==> src/rtl/dfs_pkg.sv <==
// shared types, widths, codes and reset values of the deadline fault supervisor
`timescale 1ns / 1ps
`default_nettype none
package dfs_pkg;

   localparam int MISS_COUNT_BITS     = 8;
   localparam int RECOVERY_COUNT_BITS = 10;

   localparam int RESP_W    = 32;
   localparam int TIME_W    = 40;
   localparam int CSR_W     = 64;
   localparam int CSR_ADDR_W = 6;
   localparam int REG_IDX_W = 3;

   localparam logic [MISS_COUNT_BITS-1:0]     MISS_MAX = '1;
   localparam logic [RECOVERY_COUNT_BITS-1:0] REC_MAX  = '1;

   // operation codes
   localparam logic OP_REPORT = 1'b0;
   localparam logic OP_ACK    = 1'b1;

   // fault reasons
   localparam logic REASON_NONE    = 1'b0;
   localparam logic REASON_OVERRUN = 1'b1;

   // register indexes
   localparam logic [REG_IDX_W-1:0] REG_DEADLINE = 3'd0;
   localparam logic [REG_IDX_W-1:0] REG_DEGRADE  = 3'd1;
   localparam logic [REG_IDX_W-1:0] REG_SAFE     = 3'd2;
   localparam logic [REG_IDX_W-1:0] REG_RECOVERY = 3'd3;
   localparam logic [REG_IDX_W-1:0] REG_HOLDOFF  = 3'd4;

   // register reset values
   localparam logic [RESP_W-1:0]              DEADLINE_RST = 32'd20000000;
   localparam logic [MISS_COUNT_BITS-1:0]     DEGRADE_RST  = MISS_COUNT_BITS'(1);
   localparam logic [MISS_COUNT_BITS-1:0]     SAFE_RST     = MISS_COUNT_BITS'(3);
   localparam logic [RECOVERY_COUNT_BITS-1:0] RECOVERY_RST = RECOVERY_COUNT_BITS'(25);
   localparam logic [TIME_W-1:0]              HOLDOFF_RST  = 40'd6000000000;

   typedef enum logic [1:0] {
      ST_NORMAL   = 2'd0,
      ST_DEGRADED = 2'd1,
      ST_SAFE     = 2'd2
   } state_type;

   typedef struct packed {
      logic [RESP_W-1:0]              deadline_limit;
      logic [MISS_COUNT_BITS-1:0]     degrade_threshold;
      logic [MISS_COUNT_BITS-1:0]     safe_threshold;
      logic [RECOVERY_COUNT_BITS-1:0] recovery_threshold;
      logic [TIME_W-1:0]              holdoff_end_ns;
   } cfg_type;

   typedef struct packed {
      logic              operation;
      logic [RESP_W-1:0] response_time;
      logic [TIME_W-1:0] elapsed_time;
   } item_type;

   typedef struct packed {
      logic [1:0]                     system_state;
      logic                           overrun;
      logic                           state_changed;
      logic [1:0]                     state_before;
      logic                           fault_reason;
      logic                           center_request;
      logic [MISS_COUNT_BITS-1:0]     miss_run;
      logic [RECOVERY_COUNT_BITS-1:0] good_run;
   } result_type;

endpackage
`default_nettype wire

==> src/rtl/dfs_if.sv <==
// request and response channel interfaces of the deadline fault supervisor
`timescale 1ns / 1ps
`default_nettype none
interface dfs_req_if;
   logic                      valid;
   logic                      ready;
   logic                      operation;
   logic [dfs_pkg::RESP_W-1:0] response_time;
   logic [dfs_pkg::TIME_W-1:0] elapsed_time;

   modport source (output valid, output operation, output response_time,
                   output elapsed_time, input ready);
   modport sink   (input valid, input operation, input response_time,
                   input elapsed_time, output ready);
endinterface

interface dfs_rsp_if;
   logic                                    valid;
   logic                                    ready;
   logic [1:0]                              system_state;
   logic                                    overrun;
   logic                                    state_changed;
   logic [1:0]                              state_before;
   logic                                    fault_reason;
   logic                                    center_request;
   logic [dfs_pkg::MISS_COUNT_BITS-1:0]     miss_run;
   logic [dfs_pkg::RECOVERY_COUNT_BITS-1:0] good_run;

   modport source (output valid, output system_state, output overrun,
                   output state_changed, output state_before, output fault_reason,
                   output center_request, output miss_run, output good_run,
                   input ready);
   modport sink   (input valid, input system_state, input overrun,
                   input state_changed, input state_before, input fault_reason,
                   input center_request, input miss_run, input good_run,
                   output ready);
endinterface
`default_nettype wire

==> src/rtl/dfs_csr.sv <==
// apb configuration registers of the deadline fault supervisor
`timescale 1ns / 1ps
`default_nettype none
module dfs_csr (
   input  wire logic                             clock,
   input  wire logic                             reset,
   input  wire logic                             psel,
   input  wire logic                             penable,
   input  wire logic                             pwrite,
   input  wire logic [dfs_pkg::CSR_ADDR_W-1:0]   paddr,
   input  wire logic [dfs_pkg::CSR_W-1:0]        pwdata,
   output logic      [dfs_pkg::CSR_W-1:0]        prdata,
   output logic                                  pready,
   output dfs_pkg::cfg_type                      cfg
);
   import dfs_pkg::*;

   cfg_type               cfg_ff;
   cfg_type               cfg_in;
   logic [REG_IDX_W-1:0]  index;
   logic                  write_en;

   // 8-byte register spacing
   assign index    = paddr[CSR_ADDR_W-1:3];
   assign write_en = psel && penable && pwrite;
   assign pready   = 1'b1;
   assign cfg      = cfg_ff;

   always_comb begin
      cfg_in = cfg_ff;
      if (write_en) begin
         unique case (index)
            REG_DEADLINE: cfg_in.deadline_limit     = pwdata[RESP_W-1:0];
            REG_DEGRADE:  cfg_in.degrade_threshold  = pwdata[MISS_COUNT_BITS-1:0];
            REG_SAFE:     cfg_in.safe_threshold     = pwdata[MISS_COUNT_BITS-1:0];
            REG_RECOVERY: cfg_in.recovery_threshold = pwdata[RECOVERY_COUNT_BITS-1:0];
            REG_HOLDOFF:  cfg_in.holdoff_end_ns     = pwdata[TIME_W-1:0];
            default:      cfg_in = cfg_ff;
         endcase
      end
   end

   always_comb begin
      unique case (index)
         REG_DEADLINE: prdata = CSR_W'(cfg_ff.deadline_limit);
         REG_DEGRADE:  prdata = CSR_W'(cfg_ff.degrade_threshold);
         REG_SAFE:     prdata = CSR_W'(cfg_ff.safe_threshold);
         REG_RECOVERY: prdata = CSR_W'(cfg_ff.recovery_threshold);
         REG_HOLDOFF:  prdata = CSR_W'(cfg_ff.holdoff_end_ns);
         default:      prdata = '0;
      endcase
   end

   always_ff @(posedge clock) begin
      if (reset) begin
         cfg_ff.deadline_limit     <= DEADLINE_RST;
         cfg_ff.degrade_threshold  <= DEGRADE_RST;
         cfg_ff.safe_threshold     <= SAFE_RST;
         cfg_ff.recovery_threshold <= RECOVERY_RST;
         cfg_ff.holdoff_end_ns     <= HOLDOFF_RST;
      end else begin
         cfg_ff <= cfg_in;
      end
   end
endmodule
`default_nettype wire

==> src/rtl/dfs_engine.sv <==
// supervisor state registers and the per-transaction update logic
`timescale 1ns / 1ps
`default_nettype none
module dfs_engine (
   input  wire logic        clock,
   input  wire logic        reset,
   input  wire logic        advance,
   input  wire dfs_pkg::item_type item,
   input  wire dfs_pkg::cfg_type  cfg,
   output dfs_pkg::result_type result
);
   import dfs_pkg::*;

   state_type                      state_ff, state_in;
   logic                           reason_ff, reason_in;
   logic [MISS_COUNT_BITS-1:0]     miss_ff, miss_in;
   logic [RECOVERY_COUNT_BITS-1:0] rec_ff, rec_in;
   logic                           pending_ff, pending_in;

   logic                           missed;
   logic                           changed;
   logic                           have_target;
   state_type                      target;
   logic                           why;

   always_comb begin
      miss_in     = miss_ff;
      rec_in      = rec_ff;
      pending_in  = pending_ff;
      state_in    = state_ff;
      reason_in   = reason_ff;
      missed      = 1'b0;
      changed     = 1'b0;
      have_target = 1'b0;
      target      = state_ff;
      why         = REASON_NONE;

      if (item.operation == OP_ACK) begin
         pending_in = 1'b0;
      end else begin
         missed = item.response_time > cfg.deadline_limit;
         if (missed) begin
            miss_in = (miss_ff == MISS_MAX) ? miss_ff : miss_ff + 1'b1;
            rec_in  = '0;
            why     = REASON_OVERRUN;
            if (miss_in >= cfg.safe_threshold) begin
               have_target = 1'b1;
               target      = ST_SAFE;
            end else if (miss_in >= cfg.degrade_threshold) begin
               have_target = 1'b1;
               target      = ST_DEGRADED;
            end
         end else begin
            miss_in = '0;
            if (state_ff != ST_NORMAL) begin
               if (item.elapsed_time < cfg.holdoff_end_ns) begin
                  rec_in = '0;
               end else begin
                  rec_in = (rec_ff == REC_MAX) ? rec_ff : rec_ff + 1'b1;
                  if (rec_in >= cfg.recovery_threshold) begin
                     have_target = 1'b1;
                     target      = ST_NORMAL;
                  end
               end
            end
         end
      end

      // a move to the present state keeps its reason
      if (have_target && target != state_ff) begin
         changed   = 1'b1;
         state_in  = target;
         reason_in = why;
         if (target == ST_SAFE) begin
            pending_in = 1'b1;
         end
      end

      result.system_state    = state_in;
      result.overrun         = missed;
      result.state_changed   = changed;
      result.state_before    = state_ff;
      result.fault_reason    = reason_in;
      result.center_request  = pending_in;
      result.miss_run        = miss_in;
      result.good_run        = rec_in;
   end

   always_ff @(posedge clock) begin
      if (reset) begin
         state_ff   <= ST_NORMAL;
         reason_ff  <= REASON_NONE;
         miss_ff    <= '0;
         rec_ff     <= '0;
         pending_ff <= 1'b0;
      end else if (advance) begin
         state_ff   <= state_in;
         reason_ff  <= reason_in;
         miss_ff    <= miss_in;
         rec_ff     <= rec_in;
         pending_ff <= pending_in;
      end
   end
endmodule
`default_nettype wire

==> src/rtl/deadline_fault_supervisor_core.sv <==
// top level of the deadline fault supervisor: input stage, engine, result register
`timescale 1ns / 1ps
`default_nettype none
// a request transaction is registered in the input stage, then its result in the
//    result register once that is free; the result handshake follows both registers
// throughput: one transaction per cycle while the result side is ready; the state
//    update is compare and counter logic between the input and result registers
// reset (synchronous, active high): state normal, reason none, counters and
//    center request cleared, registers back to their defaults, both stages empty
module deadline_fault_supervisor_core (
   input  wire logic                           clock,
   input  wire logic                           reset,
   dfs_req_if.sink                             req_bus,
   dfs_rsp_if.source                           rsp_bus,
   input  wire logic                           csr_psel,
   input  wire logic                           csr_penable,
   input  wire logic                           csr_pwrite,
   input  wire logic [dfs_pkg::CSR_ADDR_W-1:0] csr_paddr,
   input  wire logic [dfs_pkg::CSR_W-1:0]      csr_pwdata,
   output logic      [dfs_pkg::CSR_W-1:0]      csr_prdata,
   output logic                                csr_pready
);
   import dfs_pkg::*;

   cfg_type    cfg;
   item_type   item_ff;
   logic       item_valid_ff, item_valid_in;
   result_type result;
   result_type rsp_ff;
   logic       rsp_valid_ff, rsp_valid_in;

   logic       out_free;
   logic       in_fire;
   logic       advance;

   // result register can take a new transaction when empty or draining
   assign out_free = !rsp_valid_ff || rsp_bus.ready;
   // input stage moves on into the result register
   assign advance  = item_valid_ff && out_free;
   // input stage refills in the same cycle it empties
   assign req_bus.ready = !item_valid_ff || out_free;
   assign in_fire       = req_bus.valid && req_bus.ready;

   dfs_csr u_csr (
      .clock   (clock),
      .reset   (reset),
      .psel    (csr_psel),
      .penable (csr_penable),
      .pwrite  (csr_pwrite),
      .paddr   (csr_paddr),
      .pwdata  (csr_pwdata),
      .prdata  (csr_prdata),
      .pready  (csr_pready),
      .cfg     (cfg)
   );

   // state update happens when the registered transaction advances
   dfs_engine u_engine (
      .clock   (clock),
      .reset   (reset),
      .advance (advance),
      .item    (item_ff),
      .cfg     (cfg),
      .result  (result)
   );

   always_comb begin
      item_valid_in = item_valid_ff;
      if (in_fire) begin
         item_valid_in = 1'b1;
      end else if (advance) begin
         item_valid_in = 1'b0;
      end

      rsp_valid_in = rsp_valid_ff;
      if (advance) begin
         rsp_valid_in = 1'b1;
      end else if (rsp_bus.ready) begin
         rsp_valid_in = 1'b0;
      end
   end

   // control state
   always_ff @(posedge clock) begin
      if (reset) begin
         item_valid_ff <= 1'b0;
         rsp_valid_ff  <= 1'b0;
      end else begin
         item_valid_ff <= item_valid_in;
         rsp_valid_ff  <= rsp_valid_in;
      end
   end

   // payload registers, no reset needed
   always_ff @(posedge clock) begin
      if (in_fire) begin
         item_ff.operation     <= req_bus.operation;
         item_ff.response_time <= req_bus.response_time;
         item_ff.elapsed_time  <= req_bus.elapsed_time;
      end
      if (advance) begin
         rsp_ff <= result;
      end
   end

   assign rsp_bus.valid           = rsp_valid_ff;
   assign rsp_bus.system_state    = rsp_ff.system_state;
   assign rsp_bus.overrun         = rsp_ff.overrun;
   assign rsp_bus.state_changed   = rsp_ff.state_changed;
   assign rsp_bus.state_before    = rsp_ff.state_before;
   assign rsp_bus.fault_reason    = rsp_ff.fault_reason;
   assign rsp_bus.center_request  = rsp_ff.center_request;
   assign rsp_bus.miss_run        = rsp_ff.miss_run;
   assign rsp_bus.good_run        = rsp_ff.good_run;

   // a reported transition really changes the state
   a_change_moves : assert property (@(posedge clock) disable iff (reset)
      rsp_valid_ff && rsp_ff.state_changed |-> rsp_ff.system_state != rsp_ff.state_before)
      else $error("state_changed without a new state");

   // entering safe raises the center request
   a_safe_request : assert property (@(posedge clock) disable iff (reset)
      rsp_valid_ff && rsp_ff.state_changed && rsp_ff.system_state == ST_SAFE
      |-> rsp_ff.center_request)
      else $error("safe entry without center request");

   // a miss leaves a nonzero miss count and no recovery count
   a_miss_counts : assert property (@(posedge clock) disable iff (reset)
      rsp_valid_ff && rsp_ff.overrun |-> rsp_ff.miss_run != '0 && rsp_ff.good_run == '0)
      else $error("miss not reflected in counters");

   // the result register only fills from the input stage
   a_rsp_source : assert property (@(posedge clock) disable iff (reset)
      !$past(item_valid_ff) && !$past(rsp_valid_ff) |-> !rsp_valid_ff)
      else $error("result appeared without a transaction");

endmodule
`default_nettype wire

==> src/flat_wrapper.sv <==
// flat-port wrapper written by rule: the top's interface ports become plain ports
module deadline_fault_supervisor_core_flat import dfs_pkg::*;
  (clock, reset, csr_psel, csr_penable, csr_pwrite, csr_paddr, csr_pwdata, csr_prdata, csr_pready, req_bus_valid, req_bus_operation, req_bus_response_time, req_bus_elapsed_time, req_bus_ready, rsp_bus_valid, rsp_bus_system_state, rsp_bus_overrun, rsp_bus_state_changed, rsp_bus_state_before, rsp_bus_fault_reason, rsp_bus_center_request, rsp_bus_miss_run, rsp_bus_good_run, rsp_bus_ready);
  dfs_req_if req_bus_i ();
  dfs_rsp_if rsp_bus_i ();
  input  wire logic clock;
  input  wire logic reset;
  input  wire logic csr_psel;
  input  wire logic csr_penable;
  input  wire logic csr_pwrite;
  input  wire logic [dfs_pkg::CSR_ADDR_W-1:0] csr_paddr;
  input  wire logic [dfs_pkg::CSR_W-1:0] csr_pwdata;
  output logic      [dfs_pkg::CSR_W-1:0] csr_prdata;
  output logic csr_pready;
  input wire logic [$bits(req_bus_i.valid)-1:0] req_bus_valid;
  input wire logic [$bits(req_bus_i.operation)-1:0] req_bus_operation;
  input wire logic [$bits(req_bus_i.response_time)-1:0] req_bus_response_time;
  input wire logic [$bits(req_bus_i.elapsed_time)-1:0] req_bus_elapsed_time;
  output wire logic [$bits(req_bus_i.ready)-1:0] req_bus_ready;
  output wire logic [$bits(rsp_bus_i.valid)-1:0] rsp_bus_valid;
  output wire logic [$bits(rsp_bus_i.system_state)-1:0] rsp_bus_system_state;
  output wire logic [$bits(rsp_bus_i.overrun)-1:0] rsp_bus_overrun;
  output wire logic [$bits(rsp_bus_i.state_changed)-1:0] rsp_bus_state_changed;
  output wire logic [$bits(rsp_bus_i.state_before)-1:0] rsp_bus_state_before;
  output wire logic [$bits(rsp_bus_i.fault_reason)-1:0] rsp_bus_fault_reason;
  output wire logic [$bits(rsp_bus_i.center_request)-1:0] rsp_bus_center_request;
  output wire logic [$bits(rsp_bus_i.miss_run)-1:0] rsp_bus_miss_run;
  output wire logic [$bits(rsp_bus_i.good_run)-1:0] rsp_bus_good_run;
  input wire logic [$bits(rsp_bus_i.ready)-1:0] rsp_bus_ready;
  assign req_bus_i.valid = req_bus_valid;
  assign req_bus_i.operation = req_bus_operation;
  assign req_bus_i.response_time = req_bus_response_time;
  assign req_bus_i.elapsed_time = req_bus_elapsed_time;
  assign req_bus_ready = req_bus_i.ready;
  assign rsp_bus_valid = rsp_bus_i.valid;
  assign rsp_bus_system_state = rsp_bus_i.system_state;
  assign rsp_bus_overrun = rsp_bus_i.overrun;
  assign rsp_bus_state_changed = rsp_bus_i.state_changed;
  assign rsp_bus_state_before = rsp_bus_i.state_before;
  assign rsp_bus_fault_reason = rsp_bus_i.fault_reason;
  assign rsp_bus_center_request = rsp_bus_i.center_request;
  assign rsp_bus_miss_run = rsp_bus_i.miss_run;
  assign rsp_bus_good_run = rsp_bus_i.good_run;
  assign rsp_bus_i.ready = rsp_bus_ready;
  deadline_fault_supervisor_core u_core (.clock(clock), .reset(reset), .req_bus(req_bus_i), .rsp_bus(rsp_bus_i), .csr_psel(csr_psel), .csr_penable(csr_penable), .csr_pwrite(csr_pwrite), .csr_paddr(csr_paddr), .csr_pwdata(csr_pwdata), .csr_prdata(csr_prdata), .csr_pready(csr_pready));
endmodule
==> config.mk <==
export PLATFORM = sky130hd
export DESIGN_NAME = deadline_fault_supervisor_core_flat
export DESIGN_NICKNAME = d
export VERILOG_FILES = /design/src/rtl/dfs_pkg.sv /design/src/rtl/dfs_if.sv /design/src/rtl/dfs_csr.sv /design/src/rtl/dfs_engine.sv /design/src/rtl/deadline_fault_supervisor_core.sv /design/src/flat_wrapper.sv
export SDC_FILE = /design/constraint.sdc
export NUM_CORES = 1
export LEC_CHECK = 0
export BUFFER_PORTS_ARGS = -buffer_cell sky130_fd_sc_hd__buf_2
export CORE_ASPECT_RATIO = 1.1
export CORE_MARGIN = 1.5
export CORE_UTILIZATION = 38
export CTS_BUF_LIST = sky130_fd_sc_hd__clkbuf_16
export CTS_CLUSTER_SIZE = 20
export DETAILED_ROUTE_END_ITERATION = 16
export SLEW_MARGIN = 30
export SYNTH_ARGS = -nofsm -noshare
export SYNTH_HDL_FRONTEND = slang
export SYNTH_SLANG_ARGS = --single-unit
==> constraint.sdc <==
create_clock -name clock -period 7.85 [get_ports clock]
set_input_delay 1.57 -clock clock [delete_from_list [all_inputs] [get_ports clock]]
set_output_delay 1.57 -clock clock [all_outputs]
set_load 0.1 [all_outputs]
## Word level (Yosys, flattened, before mapping)

Index checks and enable logic that the tools add are counted.

- Input port bits: 150
- Word-level logic and storage cells: 91
- Output and inout port bits: 93
- Register bits after elaboration: 221

- Eq/ne operators: 8
- Multiplexer cells: 35
- Add/sub/neg operators: 2
- Magnitude comparators: 5
- Reduce and logical (&&, ||, !) cells: 18

Operators by type and width:

| operator | count |
|---|---|
| $pmux W40 S5 | 1 |
| $mux W10 | 5 |
| $lt A40 B40 Y1 | 1 |
| $gt A32 B32 Y1 | 1 |
| $mux W8 | 3 |
| $mux W1 | 18 |
| $ge A8 B8 Y1 | 2 |
| $mux W2 | 8 |
| $add A10 B1 Y10 const B | 1 |
| $eq A10 B10 Y1 const B | 1 |
| $ge A10 B10 Y1 | 1 |
| $reduce_and A2 Y1 | 5 |
| $add A8 B1 Y8 const B | 1 |
| $eq A8 B8 Y1 const B | 1 |
| $eq A3 B2 Y1 const B | 2 |
| $reduce_bool A2 Y1 | 3 |
| $logic_and A1 B1 Y1 | 5 |
| $eq A3 B1 Y1 const B | 1 |
| $eq A3 B3 Y1 const B | 1 |
| $logic_not A3 Y1 | 1 |
| $eq A2 B2 Y1 const B | 1 |
| $logic_not A1 Y1 | 2 |
| $logic_or A1 B1 Y1 | 2 |
| $ne A2 B2 Y1 | 1 |

## Logic depth before layout (Yosys ltp)

- Depth after elaboration: 11
- Depth in mapped cells: 18
- Depth with buffers taken out: 17

## Hierarchy

A second synthesis with hierarchy kept.

- Cells, all modules: 1,172
- Area total of the unflattened synthesis: 12,055.3 sq um

By module, submodules not included:

| module | times used | sequential area each (sq um) | area each (sq um) | cells an instance |
|---|---|---|---|---|
| dfs_csr | 1 | 1,961.9 | 4,858.4 | 506 |
| dfs_engine | 1 | 440.4 | 4,120.2 | 557 |
| deadline_fault_supervisor_core | 1 | 3,012.9 | 3,076.7 | 109 |

## Worst setup path before layout

No wires, ideal clock.

- Kind: input port to output port
- From: in csr_paddr[5] in the netlist's numbering
- To: out csr_prdata[6] in the netlist's numbering
- Required time: 6,280 ps
- Buffers on the path: 2
- Stages on the path: 6
- Setup slack: 2,370 ps
- Data arrival time: 3,910 ps
- Cell sequence: clkbuf_1 -> buf_1 -> mux2i_1 -> nor2_1 -> a21oi_1 -> o22ai_1

- Word-level cells in the longest chain between the ends: 2
- Elaborated cells on any way between the ends: 6
- Classes of those cells: eq/ne (4); mux (1); reduce/logical (1)

RTL lines:

| element | RTL line | text |
|---|---|---|
| start: declaration | flat_wrapper.sv:11 | `input wire logic [dfs_pkg::CSR_ADDR_W-1:0] csr_paddr;` |
| $eq A3 B3 Y1, or another cell as far along | dfs_csr.sv:44 | `unique case (index)` |
| $pmux W40 S5 * | dfs_csr.sv:44 |  |
| end: declaration | flat_wrapper.sv:13 | `output logic [dfs_pkg::CSR_W-1:0] csr_prdata;` |

Every way passes the cells marked *; elsewhere a longest branch is shown, timed or not.

## Worst setup path in the final report

- From: in csr_paddr[4] in the netlist's numbering
- To: out csr_prdata[12] in the netlist's numbering

The elaborated chain is that of the path after synthesis.

==> impl_results.md <==
- Area leader, netlist: edfxtp_1
- Mapped cell area: 11300 um^2
- Synth Flop Type: dfxtp_1
- Min cycle time layout: 5.47 ns
- Final wirelength: between 30000 and 40000 um
- DRC Markers: 0
- CTS H-tree depth: 1
- Slew margin rel.: between 30% and 40%
- Worst path slowest cell: nor2_1
- Fmax: about 0.18 GHz
- Setup bufs post-CTS: 0
- Fillers: 2876
- Post-synth EDFFs: ~100
- Nets: 1608
- CP bufs+invs: 2
- Avg Inst Size Synth: 9.48 um^2
- Post-route clock period utilization: 69.7%
- Final setup fails: 0
- GP Congestion: a little over 0.8
- Cts bufs inserted: 26
- Worst Tran Pin Value: ~0.9 ns
- Final setup TNS: 0 ns
- Largest net degree at the start of global routing: 97
- CTS tree: yes
- Die area: between 30000 and 40000 um^2
- DRT iter0 DRCs: 581
- Clock-pin slew on the worst setup and hold paths: 0.06 ns
- Area added between synthesis and finish: 18.5%
- Synth cell count leaders: nand2_1, dfxtp_1, a21oi_1, inv_1
- Clock Sink Count: about 220
- Initial antenna violation count: 7
- Root Buffer: clkbuf_16
- Die Wd: between 150 and 200 um
- Top-count cell post-synth: nand2_1
- Grt ovf: 0
- Initial core utilization: 38.5%
- Critical path data arrival time: 3.90 ns
- Slowest stage delay, CP: 0.72 ns
- Routed len/inst: 17.1 um
- Skew-Pair Late Insertion Delay: 0.53 ns
- Row cnt: between 60 and 70
- Post-synthesis cell count: 1192
- Seq/Total Area, Yosys: 47.9%
- Setup CP Type: in -> out
- Post-cts sizing count: 0
- Type of element capturing the critical path: output pin
- Leakage: approximately 5.6 nW
- Clk_skew: 0.0101 ns
- Via density per instance: between 5 and 6
- Core box area: slightly below 30000 um^2
- Crit start category: input port
- DIE HEIGHT: 184 um
- Vias after detailed routing: 9014
- Max clock buf depth: 3
- Max cap viols: 0
- Final slew viol count: 0
- FF+latch count, synth: between 200 and 250
- Synth warn: 0
- Power Total: 2.84 mW
- Post-DP HPWL: 21800 um
- All-Layer GR Usage: 19.3%
- Asr flop ratio synth: 0%
- Pre-Repair DR Iteration Count: 5
- Layout cells sized above 1: slightly below 20%
- CTS Hold Bufs: 0
- Final hold vios: 0
- Total I/O pin count: between 200 and 250
- Status: finished clean
- Power Density: 212 nW/um^2
- Post-DRT Antenna Nets: 0
- First-pass GRT wire length: 46800 um
- Number of global-route vias before repair: 8837
- Synth area leaders: edfxtp_1, dfxtp_1, ha_1
- Synth cell types: 64
- CP Data Required Time: 6.28 ns
- Top cell type's share of synthesized area: 26.3%
- CP Cell Sequence: buf_2 > nor2_1 > and2_2 > a22o_1 > buf_2
- Buffers on Ports: between 150 and 200
- CP Max Fanout: 23
- RSZ-0062 raised after global routing: no
- Most used cell, CP: buf_2
- Hold WC Path Type: reg -> reg
- Top Family by Delay on Critical Path: simple AND/OR/NAND/NOR gates
- Worst vdd ir: ~0.14 mV
-- cell type report --
| class | count | area [um^2] | area share, % |
|---|---|---|---|
| flip-flops and latches | 221 | 5420 | 40.4 |
| clock inverters | 21 | 198 | 1.48 |
| clock buffers | 27 | 676 | 5.04 |
| diodes | 6 | 15.0 | 0.112 |
| repair buffers | 199 | 1060 | 7.89 |
| well taps | 374 | 468 | 3.49 |
| inverters | 108 | 405 | 3.03 |
| multi-input cells | 803 | 5160 | 38.5 |
-- cells in the final DEF, fill, tap and decap left out, drive strengths merged, types with 14 or more instances in the layout --
cell type,synthesis,routed
a21oi,118,118
a22o,25,25
and3,14,14
buf,37,199
clkbuf,46,27
conb,2,25
dfxtp,122,122
edfxtp,99,99
ha,99,99
inv,108,113
mux2i,32,32
nand2,205,205
nand3,21,21
nand4,16,16
nor2,68,68
o211ai,27,27
o21ai,33,33
-- state kept, by name, summed over array words and instances, names as in the netlist --
| signal | cells |
|---|---|
| u_core.u_engine.pending_ff | 1 |
| u_core.rsp_bus.good_run | 10 |
| u_core.rsp_bus.valid | 1 |
| u_core.u_engine.miss_ff | 8 |
| u_core.u_csr.cfg | 98 |
| u_core.u_engine.reason_ff | 1 |
| u_core.u_engine.rec_ff | 10 |
| u_core.rsp_bus.state_before | 2 |
| u_core.rsp_bus.state_changed | 1 |
| u_core.rsp_bus.system_state | 2 |
| u_core.rsp_bus.overrun | 1 |
| u_core.rsp_bus.miss_run | 8 |
| u_core.item_valid_ff | 1 |
| u_core.item_ff | 73 |
| u_core.u_engine.state_ff | 2 |
| u_core.rsp_bus.center_request | 1 |
| u_core.rsp_bus.fault_reason | 1 |
-- metal layers --
layer | wire [um] | up-vias | global-route usage [%]
met3 | 1660 | 49 | 3.27
met4 | 874 | 2 | 7.57
met5 | 12 | - | 0
met2 | 14000 | 240 | 32.6
li1 | - | 4478 | -
met1 | 13500 | 4245 | 24.8
-- worst min-delay path: stages, from the launching register on --
cell and delay [ns]:
dfxtp_1 0.32, nand2_1 0.06, a21oi_1 0.05
-- metrics by stage --
step | instance area [um^2] | util [%] | hold slack [ns] | instances | setup slack [ns]
2_1_floorplan | 11400 | - | 0.436 | 1215 | 2.37
3_3_place_gp | 12400 | 42.3 | 0.443 | 1703 | 2.14
3_5_place_dp | 12500 | 42.5 | 0.462 | 1705 | 2.08
4_1_cts | 13400 | 45.5 | 0.470 | 1753 | 2.08
5_1_grt | 13400 | 45.5 | 0.501 | 1757 | 2.21
6_report | 13400 | 45.6 | 0.473 | 1759 | 2.38
-- final timing paths --
check | start | to | slack (ns) | cells after the start
worst max-delay path | csr_paddr[4] | csr_prdata[12] | 2.38 | 5
worst min-delay path | u_core.u_csr.cfg[71] | u_core.u_csr.cfg[71] | 0.47 | 2
worst max register to register | u_core.u_engine.miss_ff[0] | u_core.rsp_bus.center_request | 3.94 | 15
worst min register to register | u_core.u_csr.cfg[71] | u_core.u_csr.cfg[71] | 0.47 | 2
-- where the power goes --
group | internal, mW | switching (mW) | leakage [nW]
sequential | 1.24 | 0.0179 | 1.94
combinational | 0.0852 | 0.271 | 3.21
clock | 0.750 | 0.474 | 0.445
total | 2.08 | 0.763 | 5.60
-- kinds of logic (layout without fill, tap and decap cells) --
kind of cell | after synthesis | after routing | share of synthesized area, %
AO/OA/AOI/OAI | 269 | 269 | 15.6
adder cells (fa/ha/maj) | 99 | 99 | 11.0
multiplexers | 34 | 34 | 3.03
flip-flops | 221 | 221 | 47.9
buffers and inverters | 191 | 355 | 7.41
AND/OR/NAND/NOR | 366 | 366 | 14.2
XOR/XNOR | 10 | 10 | 0.775
other | 2 | 31 | 0.0664
Power figures use the tool's default switching activity.
